## config.mk

```make
export PLATFORM = sky130hd
export DESIGN_NAME = clle_ram
export DESIGN_NICKNAME = d
export VERILOG_FILES = /design/src/rtl/clle_ram.sv
export SDC_FILE = /design/constraint.sdc
export NUM_CORES = 2
export LEC_CHECK = 0
export BUFFER_PORTS_ARGS = -buffer_cell sky130_fd_sc_hd__buf_2
export CAP_MARGIN = 25
export CORE_MARGIN = 2
export CORE_UTILIZATION = 34
export CTS_BUF_LIST = sky130_fd_sc_hd__clkbuf_8
export DETAILED_ROUTE_END_ITERATION = 16
export GPL_TIMING_DRIVEN = 0
export SYNTH_ARGS = -nofsm -noshare
export SYNTH_HDL_FRONTEND = slang
export SYNTH_SLANG_ARGS = --single-unit
```

## constraint.sdc

```tcl
create_clock -name clk -period 2 [get_ports clk]
set_input_delay 0.1 -clock clk [delete_from_list [all_inputs] [get_ports clk]]
set_output_delay 0.1 -clock clk [all_outputs]
set_load 0.05 [all_outputs]
```

## src/rtl/clle_ram.sv

```systemverilog
// ----------------------------------------------------------------------------
// clle_ram
// generic single write port, single read port ram with registered read
// ----------------------------------------------------------------------------
module clle_ram #(
    parameter int WIDTH = 8,
    parameter int DEPTH = 256
) (
    input  logic                     clk,
    input  logic                     wr_en,
    input  logic [$clog2(DEPTH)-1:0] wr_addr,
    input  logic [WIDTH-1:0]         wr_data,
    input  logic                     rd_en,
    input  logic [$clog2(DEPTH)-1:0] rd_addr,
    output logic [WIDTH-1:0]         rd_data
);

    logic [WIDTH-1:0] mem [DEPTH];

    // read-first on a same-address collision
    always_ff @(posedge clk)
    begin
        if (wr_en)
        begin
            mem[wr_addr] <= wr_data;
        end
        if (rd_en)
        begin
            rd_data <= mem[rd_addr];
        end
    end

endmodule

```

After elaboration in Yosys (flattened, before gate mapping) --
Memories as Yosys holds them, arrays and structs flattened. A register that Yosys moved wholly into a read port is not among the register bits. Cells that the tools add are included. W data, S select, Z words.
Operators by class: $mul 0, bitwise operators 0, muxes and demuxes 2, eq/ne operators 0, $lt $le $gt $ge 0, add/sub/neg operators 0, divide/modulo/power cells 0, shift-type cells 0, reductions and logical operators 0
Operator list (count):
- $mux W1 | 2
Word-level totals: memory bits (writable) 2048, bits in read-only memories 0, bits in latches 0, output and inout port bits 8, memories 1, bits in registers 0, input bits 27
Memory list:
- mem | words 256, bits a word 8, rd ports 1, clocked after Yosys merged registers in 1, write ports 1, line 18 | logic [WIDTH-1:0] mem [DEPTH];

Longest topological paths before layout --
word-level depth 2, gate-level depth with buffers 11

Least setup slack after synthesis --
OpenSTA, ideal clock, no wires.
path kind input to register, start point input rd_addr[0], end point register rd_data[2], read port of mem (data pin), arrival 1.907 ns, stages 9, path buffers 4, required time 1.731 ns, path slack -0.176 ns, cell sequence buf_6 buf_12 buf_8 buf_2 mux4_2 a22oi_1 a21oi_1 nor4_1 nor4_2
RTL lines:
- start: declaration | line 14 | input logic [$clog2(DEPTH)-1:0] rd_addr,
- end: declaration | line 15 | output logic [WIDTH-1:0] rd_data

==> summary.txt <==
Worst setup path
  • Register-to-register setup slack: -0.67 ns
  • Slowest stage delay, CP: 0.93 ns
  • CP max-delay cell: clkbuf_1
  • Worst R2R End: rd_data[5]$_DFFE_PP_
  • CP top delay family: buffers and inverters
  • Worst path bufs/invs: 4
  • Kind of critical path: input port to register
  • R2R Path Start: mem[82][5]$_DFFE_PP_
  • Setup crit end kind: register
  • R2r worst-path depth: 6
  • Critical path peak fanout: 10
  • Startpoint types: input port
  • Crit-path cells: buf_2 -> buf_4 -> clkbuf_2 -> nand2b_1 -> clkbuf_1 -> a21oi_1 -> nor4_4 -> nor4_4
  • Required time of the critical path: around 2.7 ns
  • WP data arrival: between 3 and 4 ns
  • Most Frequent Cell on Critical Path: nor4_4

Floorplan
  • Row cnt: roughly 180
  • Top-Level Pins: 35
  • Core area: between 200000 and 250000 um^2
  • Starting Density: approximately a third
  • DIE WIDTH: around 490 um
  • Die area: ~240000 um^2
  • Die height: 488.0 um

Synth
  • Post-Syn Area: between 70000 and 80000 um^2
  • Yosys top cell area share: ~78%
  • Top-count cell post-synth: edfxtp_1
  • Main synth FF type: edfxtp_1
  • Library cells used by synthesis: 54
  • Yosys reg bits: 2056
  • Synth area leaders: edfxtp_1 (78%), mux4_2 (13%), mux2i_1 (1.7%)
  • FFs w/ async S/R, synth: 0%
  • Synth Warn #: 0
  • Post-synth EDFFs: 2056
  • Cells after Synth: 3733
  • Post-Syn Nets: roughly 3800
  • Cell taking the most area after synthesis: edfxtp_1
  • Seq/Total Area, Yosys: just under 80%
  • Avg Cell Area, Syn: ~21 um^2
  • Top post-synthesis cells by count: edfxtp_1 (2056), mux4_2 (454), nor2_1 (282)

Routing
  • DR pass1 iterations: 6
  • DR iter-0 viols: approximately 6300
  • Total wire length: about 250 mm
  • Antenna-violating nets left: 0
  • Vias: 42770
  • Vias/cell: 5.630
  • DRC: 0
  • WL/cell: between 30 and 40 um

Power and ir drop
  • Reg power frac: between 50 and 60%
  • Sw Ratio: 23.75%
  • Worst vdd ir: 0.6842 mV
  • Combinational group share of total power: roughly 6.5%
  • PD cells: about 940 nW/um^2
  • Net Sw Power: 0.02081 W
  • Clock power frac: 39.2%
  • Static leakage: around 29 nW
  • P_int: between 0.06 and 0.07 W

Timing
  • Fin crit period: around 2.7 ns
  • Sum Neg Setup Slack: -35.58 ns
  • Worst Max-Slew Pin Slew: roughly 1.4 ns
  • Final Hold Fails: 0
  • Setup WS post-layout: -0.6758 ns
  • Clk_skew: around 0.055 ns
  • Unrepaired setup endpoints after global routing: yes
  • Setup-failing EPs final: roughly 540
  • Fmax: roughly 370 MHz
  • Slew Limit Fails: 0
  • Tcrit/Tclk final: 133.8%
  • Min Hold Slack: 0.08169 ns
  • Max_slew headroom: between 8 and 9%

Worst hold path
  • Min-Delay Path Class: input port to register
  • Hold path startpoint: wr_addr[1]
  • Hold endpoint: mem[11][3]$_DFFE_PP_
  • Worst hold path depth: 3

Placed design
  • Buffers on Ports: 27
  • Detailed placer's ending HPWL: around 160 mm
  • Post-place setup slack: -2.768 ns
  • Area after DPL: around 85000 um^2
  • Gpl congestion: 1.022

Finish
  • FILL cells: a little over 20000
  • Final non-filler cell area: 93140 um^2
  • Layout net count: 4222
  • Area growth syn-to-layout: 16.95%
  • Share of cells above drive strength 1: 31.75%

Run status
  • Failing checks: negative setup slack
  • Run status: complete, but fails checks

CTS
  • H-tree levels: 5
  • CTS sink cnt: ~2000
  • CTS tree: done
  • Maximum root-to-sink buffer count: 4
  • Skew-Pair Late Insertion Delay: about 1.1 ns
  • Inserted Clock Buffers: 350
  • Root Driver: clkbuf_8
  • CTS clk-pin slew, worst paths: roughly 0.06 ns

GRT
  • Largest net degree at the start of global routing: around 150
  • Vias in the first global route: between 40000 and 50000
  • Initial antenna violation count: 24
  • Total track usage: 20.60%
  • First-pass GRT wire length: ~340 mm
  • Grt total ovfl: 0

Flow run
  • MaxCap Viol Count: 0
==> logic make-up (layout without fill, tap and decap cells) <==
kind of cell,after synthesis,in the layout,synth area share [%]
flops,2056,2056,77.53
compound gates,385,385,3.416
other cells,0,13,0
mux,591,591,14.60
simple gates,466,466,2.625
buf+inv,235,953,1.829
==> worst register-to-register path: stages, from the launching register on <==
cell	delay (ns)
edfxtp_1	0.36
mux4_2	0.48
a22o_1	0.28
a221oi_4	0.40
o32ai_4	0.20
nor3_4	0.54
nor4_4	0.17
==> sequential cells by signal (all words and copies together), names as in the netlist <==
register / cells
mem: 2048
rd_data: 8
==> power by group through the flow <==
stage	clock network, W	registers (W)	logic (W)
after global placement	0	0.0486	0.00496
after CTS	0.0347	0.0476	0.00546
final	0.0344	0.0476	0.00569
after detailed placement	0	0.0485	0.00519
after global routing	0.0366	0.0476	0.00578
after floorplan	0	0.0485	0.00238
==> through the flow <==
step | cells | power (W) | utilization, %
after floorplan | 3733 | 0.05091 | -
after global placement | 6892 | 0.05360 | 36.08
final | 7596 | 0.08763 | 40.01
after global routing | 7592 | 0.08991 | 40.01
after detailed placement | 6945 | 0.05367 | 36.42
after CTS | 7573 | 0.08772 | 39.57
==> layout make-up <==
cell class | instances | area, um^2 | area share, %
multi-input combinational | 1442 | 18210 | 19.56
buffer | 232 | 1829 | 1.964
clock inverter | 253 | 1251 | 1.343
tap | 3132 | 3919 | 4.208
sequential | 2056 | 61740 | 66.29
timing repair buffer | 111 | 1257 | 1.350
antenna | 13 | 32.53 | 0.03493
inverter | 2 | 7.507 | 0.008061
clock buffer | 355 | 4886 | 5.246
==> how the worst max path moves through the flow <==
stage                               startpoint              endpoint  depth (start not counted)  slack, ns
after detailed placement            rd_addr[2]  rd_data[3]$_DFFE_PP_                          9      -2.77
final                               rd_addr[4]  rd_data[2]$_DFFE_PP_                          8      -0.68
after CTS                 mem[83][2]$_DFFE_PP_  rd_data[2]$_DFFE_PP_                          6      -0.55
after global placement              rd_addr[4]  rd_data[4]$_DFFE_PP_                          9      -3.41
after floorplan                     rd_addr[0]  rd_data[0]$_DFFE_PP_                          9      -0.06
after global routing      mem[83][5]$_DFFE_PP_  rd_data[5]$_DFFE_PP_                          6      -0.65
==> cell usage in the layout (no fill, tap or decap), types with 11 or more instances in the layout <==
cell type      synthesis  layout
a22oi_1              133     130
mux4_2               454     455
edfxtp_1            2056    2056
buf_4                 27      42
o22ai_1               28      28
dlygate4sd3_1          0      25
mux2i_1              134     134
a21oi_1               96      92
buf_6                 21      23
buf_8                 13      41
nor3_1                22      11
clkinv_2               0      30
buf_2                 31      62
diode_2                0      13
nand3_1               34      31
clkbuf_4               0      16
clkbuf_2               0      39
nor2_1               282      76
nor4_4                 0      14
nand2_1               33      30
nor2b_1               31      21
nor2_4                 0     114
buf_12                 8      25
nor2_2                 0      92
inv_1                  1     102
clkbuf_1             111      49
o221ai_1              46      44
clkinv_1               1     102
clkbuf_8               0     357
==> repair_timing <==
item                                   in CTS  in global routing
setup endpoints to repair                1028               1419
endpoints found under the hold margin    1501                 23
pin swaps                                  16                 18
buffers inserted                            2                  2
hold buffers                               23                  2
resized for setup                         261                275
==> layer usage <==
layer	routed length (um)	track usage, %	part of all wire [%]	up-vias
met3	26470	5.367	11	618
li1	-	-	-	16750
met5	32	0	0.013	-
met2	113800	31.40	46	2764
met1	94670	27.34	38	22640
met4	13560	10.21	5.5	4
Note: power is estimated with default switching activity, not from simulation.
