**src/rtl/clle_pkg.sv**
```systemverilog
// ----------------------------------------------------------------------------
// clle_pkg
// shared constants, codes and types of the cursor linked list engine
// ----------------------------------------------------------------------------
package clle_pkg;

    localparam int CELL_COUNT   = 255;
    localparam int ELEMENT_BITS = 32;

    localparam int LINK_DEPTH = CELL_COUNT + 1;
    localparam int LINK_W     = $clog2(LINK_DEPTH);
    localparam int STEP_W     = $clog2(CELL_COUNT + 2);

    localparam int OP_W     = 3;
    localparam int POS_W    = 8;
    localparam int WORD_W   = 32;
    localparam int STATUS_W = 2;

    typedef logic [LINK_W-1:0] link_t;

    typedef enum logic [OP_W-1:0] {
        OP_CREATE   = 3'd0,
        OP_INSERT   = 3'd1,
        OP_DELETE   = 3'd2,
        OP_ACCESS   = 3'd3,
        OP_NEXT     = 3'd4,
        OP_LAST     = 3'd5,
        OP_IS_EMPTY = 3'd6,
        OP_DESTROY  = 3'd7
    } op_t;

    typedef enum logic [STATUS_W-1:0] {
        STS_OK      = 2'd0,
        STS_INVALID = 2'd1,
        STS_FULL    = 2'd2,
        STS_NONE    = 2'd3
    } status_t;

    typedef struct packed {
        logic  rd_en;
        link_t rd_addr;
        logic  wr_en;
        link_t wr_addr;
        link_t wr_data;
    } link_req_t;

    function automatic link_t to_link(logic [POS_W-1:0] x);
        logic [63:0] w;
        w = 64'(x);
        return w[LINK_W-1:0];
    endfunction

    function automatic logic [POS_W-1:0] to_pos(link_t x);
        logic [63:0] w;
        w = 64'(x);
        return w[POS_W-1:0];
    endfunction

    function automatic logic cell_ok(logic [POS_W-1:0] x);
        return (x != '0) && (32'(x) <= 32'(CELL_COUNT));
    endfunction

endpackage

```
**src/rtl/clle_ram.sv**
```systemverilog
// ----------------------------------------------------------------------------
// clle_ram
// generic single write port, single read port ram with registered read
// ----------------------------------------------------------------------------
module clle_ram #(
    parameter int WIDTH = 8,
    parameter int DEPTH = 256
) (
    input  logic                     clk,
    input  logic                     wr_en,
    input  logic [$clog2(DEPTH)-1:0] wr_addr,
    input  logic [WIDTH-1:0]         wr_data,
    input  logic                     rd_en,
    input  logic [$clog2(DEPTH)-1:0] rd_addr,
    output logic [WIDTH-1:0]         rd_data
);

    logic [WIDTH-1:0] mem [DEPTH];

    // read-first on a same-address collision
    always_ff @(posedge clk)
    begin
        if (wr_en)
        begin
            mem[wr_addr] <= wr_data;
        end
        if (rd_en)
        begin
            rd_data <= mem[rd_addr];
        end
    end

endmodule

```
**src/rtl/clle_link_store.sv**
```systemverilog
// ----------------------------------------------------------------------------
// clle_link_store
// next-link store: ram plus per-entry valid bits that stand in for the
// reset contents (entry i links to i+1, the last entry links to none)
// ----------------------------------------------------------------------------
module clle_link_store (
    input  logic                clk,
    input  logic                rst_n,
    input  clle_pkg::link_req_t req,
    output clle_pkg::link_t     rd_data
);
    import clle_pkg::*;

    logic [LINK_DEPTH-1:0] valid_reg;
    logic                  hit_reg;
    link_t                 addr_reg;
    link_t                 ram_q;
    link_t                 default_link;

    clle_ram #(
        .WIDTH (LINK_W),
        .DEPTH (LINK_DEPTH)
    ) u_ram (
        .clk     (clk),
        .wr_en   (req.wr_en),
        .wr_addr (req.wr_addr),
        .wr_data (req.wr_data),
        .rd_en   (req.rd_en),
        .rd_addr (req.rd_addr),
        .rd_data (ram_q)
    );

    always_ff @(posedge clk or negedge rst_n)
    begin
        if (!rst_n)
        begin
            valid_reg <= '0;
            hit_reg   <= 1'b0;
        end
        else
        begin
            if (req.wr_en)
            begin
                valid_reg[req.wr_addr] <= 1'b1;
            end
            if (req.rd_en)
            begin
                hit_reg <= valid_reg[req.rd_addr];
            end
        end
    end

    always_ff @(posedge clk)
    begin
        if (req.rd_en)
        begin
            addr_reg <= req.rd_addr;
        end
    end

    assign default_link = (addr_reg == LINK_W'(CELL_COUNT)) ? '0
                        : LINK_W'(32'(addr_reg) + 32'd1);

    assign rd_data = hit_reg ? ram_q : default_link;

endmodule
```
**config.mk**
```make
export PLATFORM = sky130hd
export DESIGN_NAME = clle_link_store
export DESIGN_NICKNAME = d
export VERILOG_FILES = /design/src/rtl/clle_pkg.sv /design/src/rtl/clle_ram.sv /design/src/rtl/clle_link_store.sv
export SDC_FILE = /design/constraint.sdc
export NUM_CORES = 2
export LEC_CHECK = 0
export ABC_AREA = 1
export BUFFER_PORTS_ARGS = -buffer_cell sky130_fd_sc_hd__buf_2
export CAP_MARGIN = 10
export CELL_PAD_IN_SITES_DETAIL_PLACEMENT = 2
export CELL_PAD_IN_SITES_GLOBAL_PLACEMENT = 2
export CORE_ASPECT_RATIO = 0.7
export CORE_MARGIN = 2
export CORE_UTILIZATION = 47
export DETAILED_ROUTE_END_ITERATION = 7
export PLACE_DENSITY_LB_ADDON = 0.1
export SLEW_MARGIN = 10
export SYNTH_ARGS = -nofsm -noshare
export SYNTH_HDL_FRONTEND = slang
export SYNTH_HIERARCHICAL = 1
export SYNTH_SLANG_ARGS = --single-unit
export TNS_END_PERCENT = 50
```
**constraint.sdc**
```tcl
create_clock -name clk -period 2.65 [get_ports clk]
set_input_delay 0.1325 -clock clk [delete_from_list [all_inputs] [get_ports clk]]
set_output_delay 0.1325 -clock clk [all_outputs]
set_load 0.005 [all_outputs]
```
-- Word-level counts from Yosys, hierarchy flattened
Memories as Yosys holds them, arrays and structs flattened. A register that Yosys moved wholly into a read port is not among the register bits.
Cells that the tools add are included.
- register bits after elaboration: 265
- latch bits: 0
- bits in writable memories: 2048
- bits in read-only memories: 0
- input bits: 28
- memories kept: 1
- memory list (memory ; words ; bits a word ; rd ports ; clocked after Yosys merged registers in ; wr ports ; RTL line ; text):
    u_ram.mem ; 256 ; 8 ; 1 ; 1 ; 1 ; clle_ram.sv:18 ; logic [WIDTH-1:0] mem [DEPTH];
- add/subtract/negate cells: 1
- multipliers: 0
- div/mod/pow operators: 0
- $lt $le $gt $ge: 3
- equality and inequality tests: 1
- shifts and indexed selects: 0
- multiplexer cells: 8
- bitwise logic cells: 1
- reductions and logical operators: 1
- operator list (operator ; number):
    OR 256 bit ; 1
    < comparator 8 x 9 -> 1 bit (second input constant) ; 2
    2-to-1 mux 8 bit ; 2
    adder 8 x 1 -> 8 bit (second input constant) ; 1
    binary-select mux 1 bit (select 8 bit) ; 1
    demux 1 bit (select 8 bit) ; 1
    == test 8 bit (second input constant) ; 1
    greater-or-equal comparator 8 x 1 -> 1 bit (second input constant) ; 1
    2-to-1 mux 1 bit ; 4
    logical AND 1 bit ; 1

-- Depth between registers and ports, before layout
- depth in word-level cells: 5
- mapped depth: 15

-- Hierarchy
Netlist, hierarchy kept.
- by module, submodules not included (module ; times used ; cells an instance ; area each (um^2) ; sequential area each (um^2)):
    clle_ram ; 1 ; 7003 ; 83476.3 ; 61739.2
    clle_link_store ; 1 ; 1243 ; 11877.6 ; 6671.4

-- Worst setup path after synthesis
No wires, ideal clock.
- path type: input to register
- start point: input req[16] (netlist bit)
- end point: memory u_ram.mem[162][0] (enable)
- data arrival time: 1.254 ns
- required time: 2.280 ns
- setup slack: 1.026 ns
- stages on the path: 4
- buffers on the path: 2
- cells stage by stage: clkbuf_1 -> nand3_1 -> clkbuf_1 -> nor2_1
- word-level cells in the longest chain between the ends: 2
- RTL lines (item ; RTL line ; text):
    start, declared ; clle_link_store.sv:9 ; input clle_pkg::link_req_t req,
    2-to-1 mux 1 bit ; clle_ram.sv:23 ; if (wr_en)
    2-to-1 mux 1 bit (not written as such) ; clle_ram.sv:25 ; mem[wr_addr] <= wr_data;
    end, declared ; clle_ram.sv:18 ;
Every way passes these cells.

==> impl_results.md <==
* Worst skew pair latency at about 0.90 ns
* Layout Nets at around 8600
* Critical path type: input port to flop
* Sequential share of power at 50.3%
* Final Max Tran Viols at 0
* Leakage at slightly above 0.04 uW
* Worst EP required at ~3.3 ns
* Pwr dens at between 700 and 800 nW/um^2
* TritonCTS Buffers at between 200 and 250
* Setup tns final at -0.0472 ns
* Pin count of the biggest net entering global routing at around 100
* Routability cong. at ~0.85
* Drt wl/cell at 34.9 um
* Most used cell, CP: nand3_1
* FF+latch area at a little under 70000 um^2
* WP data arrival at ~3.3 ns
* CTS tree: built
* Post-Syn Area at ~95000 um^2
* R2r worst-path depth at 10
* Synth Register Bits at roughly 2300
* Ys Warns at 6
* Switching share of power at between 20% and 30%
* Maximum capacitance violations at 0
* # fillers at about 19000
* Fmax at 373 MHz
* DR vias/cell at around 6.4
* Seq/Total Area, Yosys at ~72%
* Footprint of the multi-input gates at between 20000 and 25000 um^2
* CP top delay family: simple AND/OR/NAND/NOR gates
* Switch Pwr at between 20000 and 25000 uW
* Synth-to-Final Area Change at 15.4%
* Fin crit period at around 2.7 ns
* Initial antenna violation count at 22
* Commonest cells after routing, fill and taps aside: nand2_1 (2420), nand3_1 (2276), edfxtp_1 (2064), buf_4 (510), nor2_1 (300)
* Post-DP Area at about 100000 um^2
* Clk pwr share at between 40% and 50%
* Slew at the pin closest to its max-slew limit at 1.16 ns
* DRT Pass-1 Iters at 6
* Die X at 542 um
* Crit path depth at 14
* Clock buffer depth at 4
* CTS Sinks at 2321
* Global Route Usage Sum at between 30% and 40%
* Final Skew at approximately 0.031 ns
* Crit path capture type: flop
* Avg Cell Area, Syn at around 12 um^2
* Iter 0 DRT Violations at 9621
* Status: complete, but fails checks
* Max FO, Critical Path at 42
* Max stage delay cell, worst path: dlygate4sd3_1
* DP Wirelength at 236000 um
* CP cell instances: dlygate4sd3_1 > buf_8 > inv_8 > buf_12 > buf_4 > nand3_1 > nand3_1 > nand3_1 > nand3_1 > nand3_1 > nand3_2 > nand2_1 > nand2_1 > nand2_1
* Synth unique cells at 26
* Vias at roughly 74000
* Post-Layout Cell Count at between 10000 and 15000
* CTS Root Cell: clkbuf_16
* Finished layout cell area at approximately 110000 um^2
* Core area at between 200000 and 250000 um^2
* Slew margin rel. at ~23%
* Comb power frac at around 8.0%
* Vias in the first global route at ~80000
* Antenna Nets Post-Route at 0
* Violated checks: negative setup slack
* Critical path's largest stage delay at 0.57 ns
* H-tree depth at 4
* Row cnt at roughly 140
* CP startpoint kind: input port
* Starting Density at 47.2%
* Period utilization at 101%
* Boundary Pins at 36
* Clock transition at path regs at roughly 0.070 ns
* Hold crit path type: input port to flop
* Most common cell after layout, fill and taps aside: nand2_1
* DP Cell Count at between 10000 and 15000
* Layout cells sized above 1 at a little under an eighth
* First-pass GRT wire length at between 500000 and 600000 um
* Syn_nets at between 8000 and 9000
* WP buf/inv at 5
* Worst hold path cell count at 5
* Final Setup Violations at 2
* Die Height at about 380 um
* Port Buffers at 35
* Die area at a little over 200000 um^2
* Final hold violation count at 0
* Post-synthesis cell count at 8246
* Drt total wl at 399000 um
* Max FFs per register at roughly 2000
* Final setup margin at -0.0325 ns
* DRC at 0
* Internal power at 60300 uW
* Grt ovf at 0
* Max IR drop VDD at slightly above 0.6 mV
* RSZ-0062 raised after global routing: true
[repair_timing]
action / in CTS / in global routing
hold endpoints to repair: 1148 / 0
setup endpoints to repair: 4 / 8
setup buffers: 1 / 1
gates resized for setup: 12 / 7
hold buffers: 29 / 0
pin swaps: 1 / 0
[power by group through the flow]
stage	Combinational (uW)	Clock [uW]	Sequential [uW]
2_1_floorplan	2900	0	41200
3_3_place_gp	5710	0	41200
3_5_place_dp	6060	0	41300
4_1_cts	6330	33800	40500
5_1_grt	6760	34900	40500
6_report	6480	33600	40500
[cell usage after synthesis (all sizes together)]
| cell type | n | area [um^2] |
|---|---|---|
| a21oi | 1 | 5.00 |
| buf | 416 | 2390 |
| clkbuf | 151 | 567 |
| clkinv | 1 | 3.75 |
| dfrtp | 257 | 6430 |
| edfxtp | 2064 | 62000 |
| ha | 1 | 12.5 |
| inv | 67 | 254 |
| nand2 | 2435 | 9140 |
| nand3 | 2279 | 11400 |
| nand3b | 1 | 7.51 |
| nor2 | 302 | 1130 |
| nor3b | 2 | 15.0 |
| o21a | 1 | 7.51 |
| o21ai | 6 | 30.0 |
| o21bai | 256 | 1920 |
| o31ai | 1 | 7.51 |
| or2 | 1 | 6.26 |
| xnor2 | 1 | 8.76 |
| xor2 | 3 | 26.3 |
[layout make-up]
class                   instances  share of cell area, %
well taps                    2660                   3.03
clock inverters               127                   1.04
flip-flops and latches       2321                   62.2
clock buffers                 289                   5.58
diodes                          4                0.00910
inverters                      68                  0.270
repair buffers                693                   6.23
multi-input cells            5290                   21.7
[per-stage QoR]
step                setup slack [ns]  hold WS (ns)  utilization [%]  power, uW
floorplan                       1.03        -0.163                -      44000
detailed placement            -0.285         0.156             50.7      47300
CTS                           0.0114        0.0138             54.5      80600
global route                 -0.0771        0.0794             54.5      82200
finish                       -0.0325        0.0941             54.5      80500
global placement              -0.266         0.152             50.7      46900
[tightest hold or removal path: cells and delay by family]
kind            cells  cell delay, ns
compound gates      1            0.08
buf+inv             2            0.46
simple gates        2            0.27
[routing by layer]
metal / global-route usage [%] / vias to the layer above / wire length, um
met5: 0 / - / 92
met4: 15.1 / 16 / 17000
met3: 7.07 / 980 / 36400
met2: 61.7 / 4098 / 189000
met1: 51.8 / 38800 / 157000
li1: - / 29800 / -
[cells by family after synthesis]
kind of cell               Yosys count  synth area share, %
adders and majority gates            1               0.0131
and+or+nand+nor                   5020                 22.8
AOI/OAI and AO/OA                  265                 2.07
xor gates and xnor gates             4               0.0367
buffers and inverters              635                 3.37
DFF                               2321                 71.7
[final timing paths]
| kind | from | to | slack [ns] |
|---|---|---|---|
| max in group asynchronous | rst_n | valid_reg[237]$_DFFE_PN0P_ | 1.88 |
| worst min register to register | valid_reg[19]$_DFFE_PN0P_ | valid_reg[19]$_DFFE_PN0P_ | 0.48 |
| worst min-delay path | req[11] | valid_reg[17]$_DFFE_PN0P_ | 0.09 |
| min in group asynchronous | rst_n | valid_reg[93]$_DFFE_PN0P_ | 0.42 |
| worst max-delay path | req[18] | u_ram/rd_data[1]$_DFFE_PP_ | -0.03 |
| worst max register to register | u_ram/mem[235][7]$_DFFE_PP_ | u_ram/rd_data[7]$_DFFE_PP_ | 0.16 |
Power figures use the tool's default switching activity.
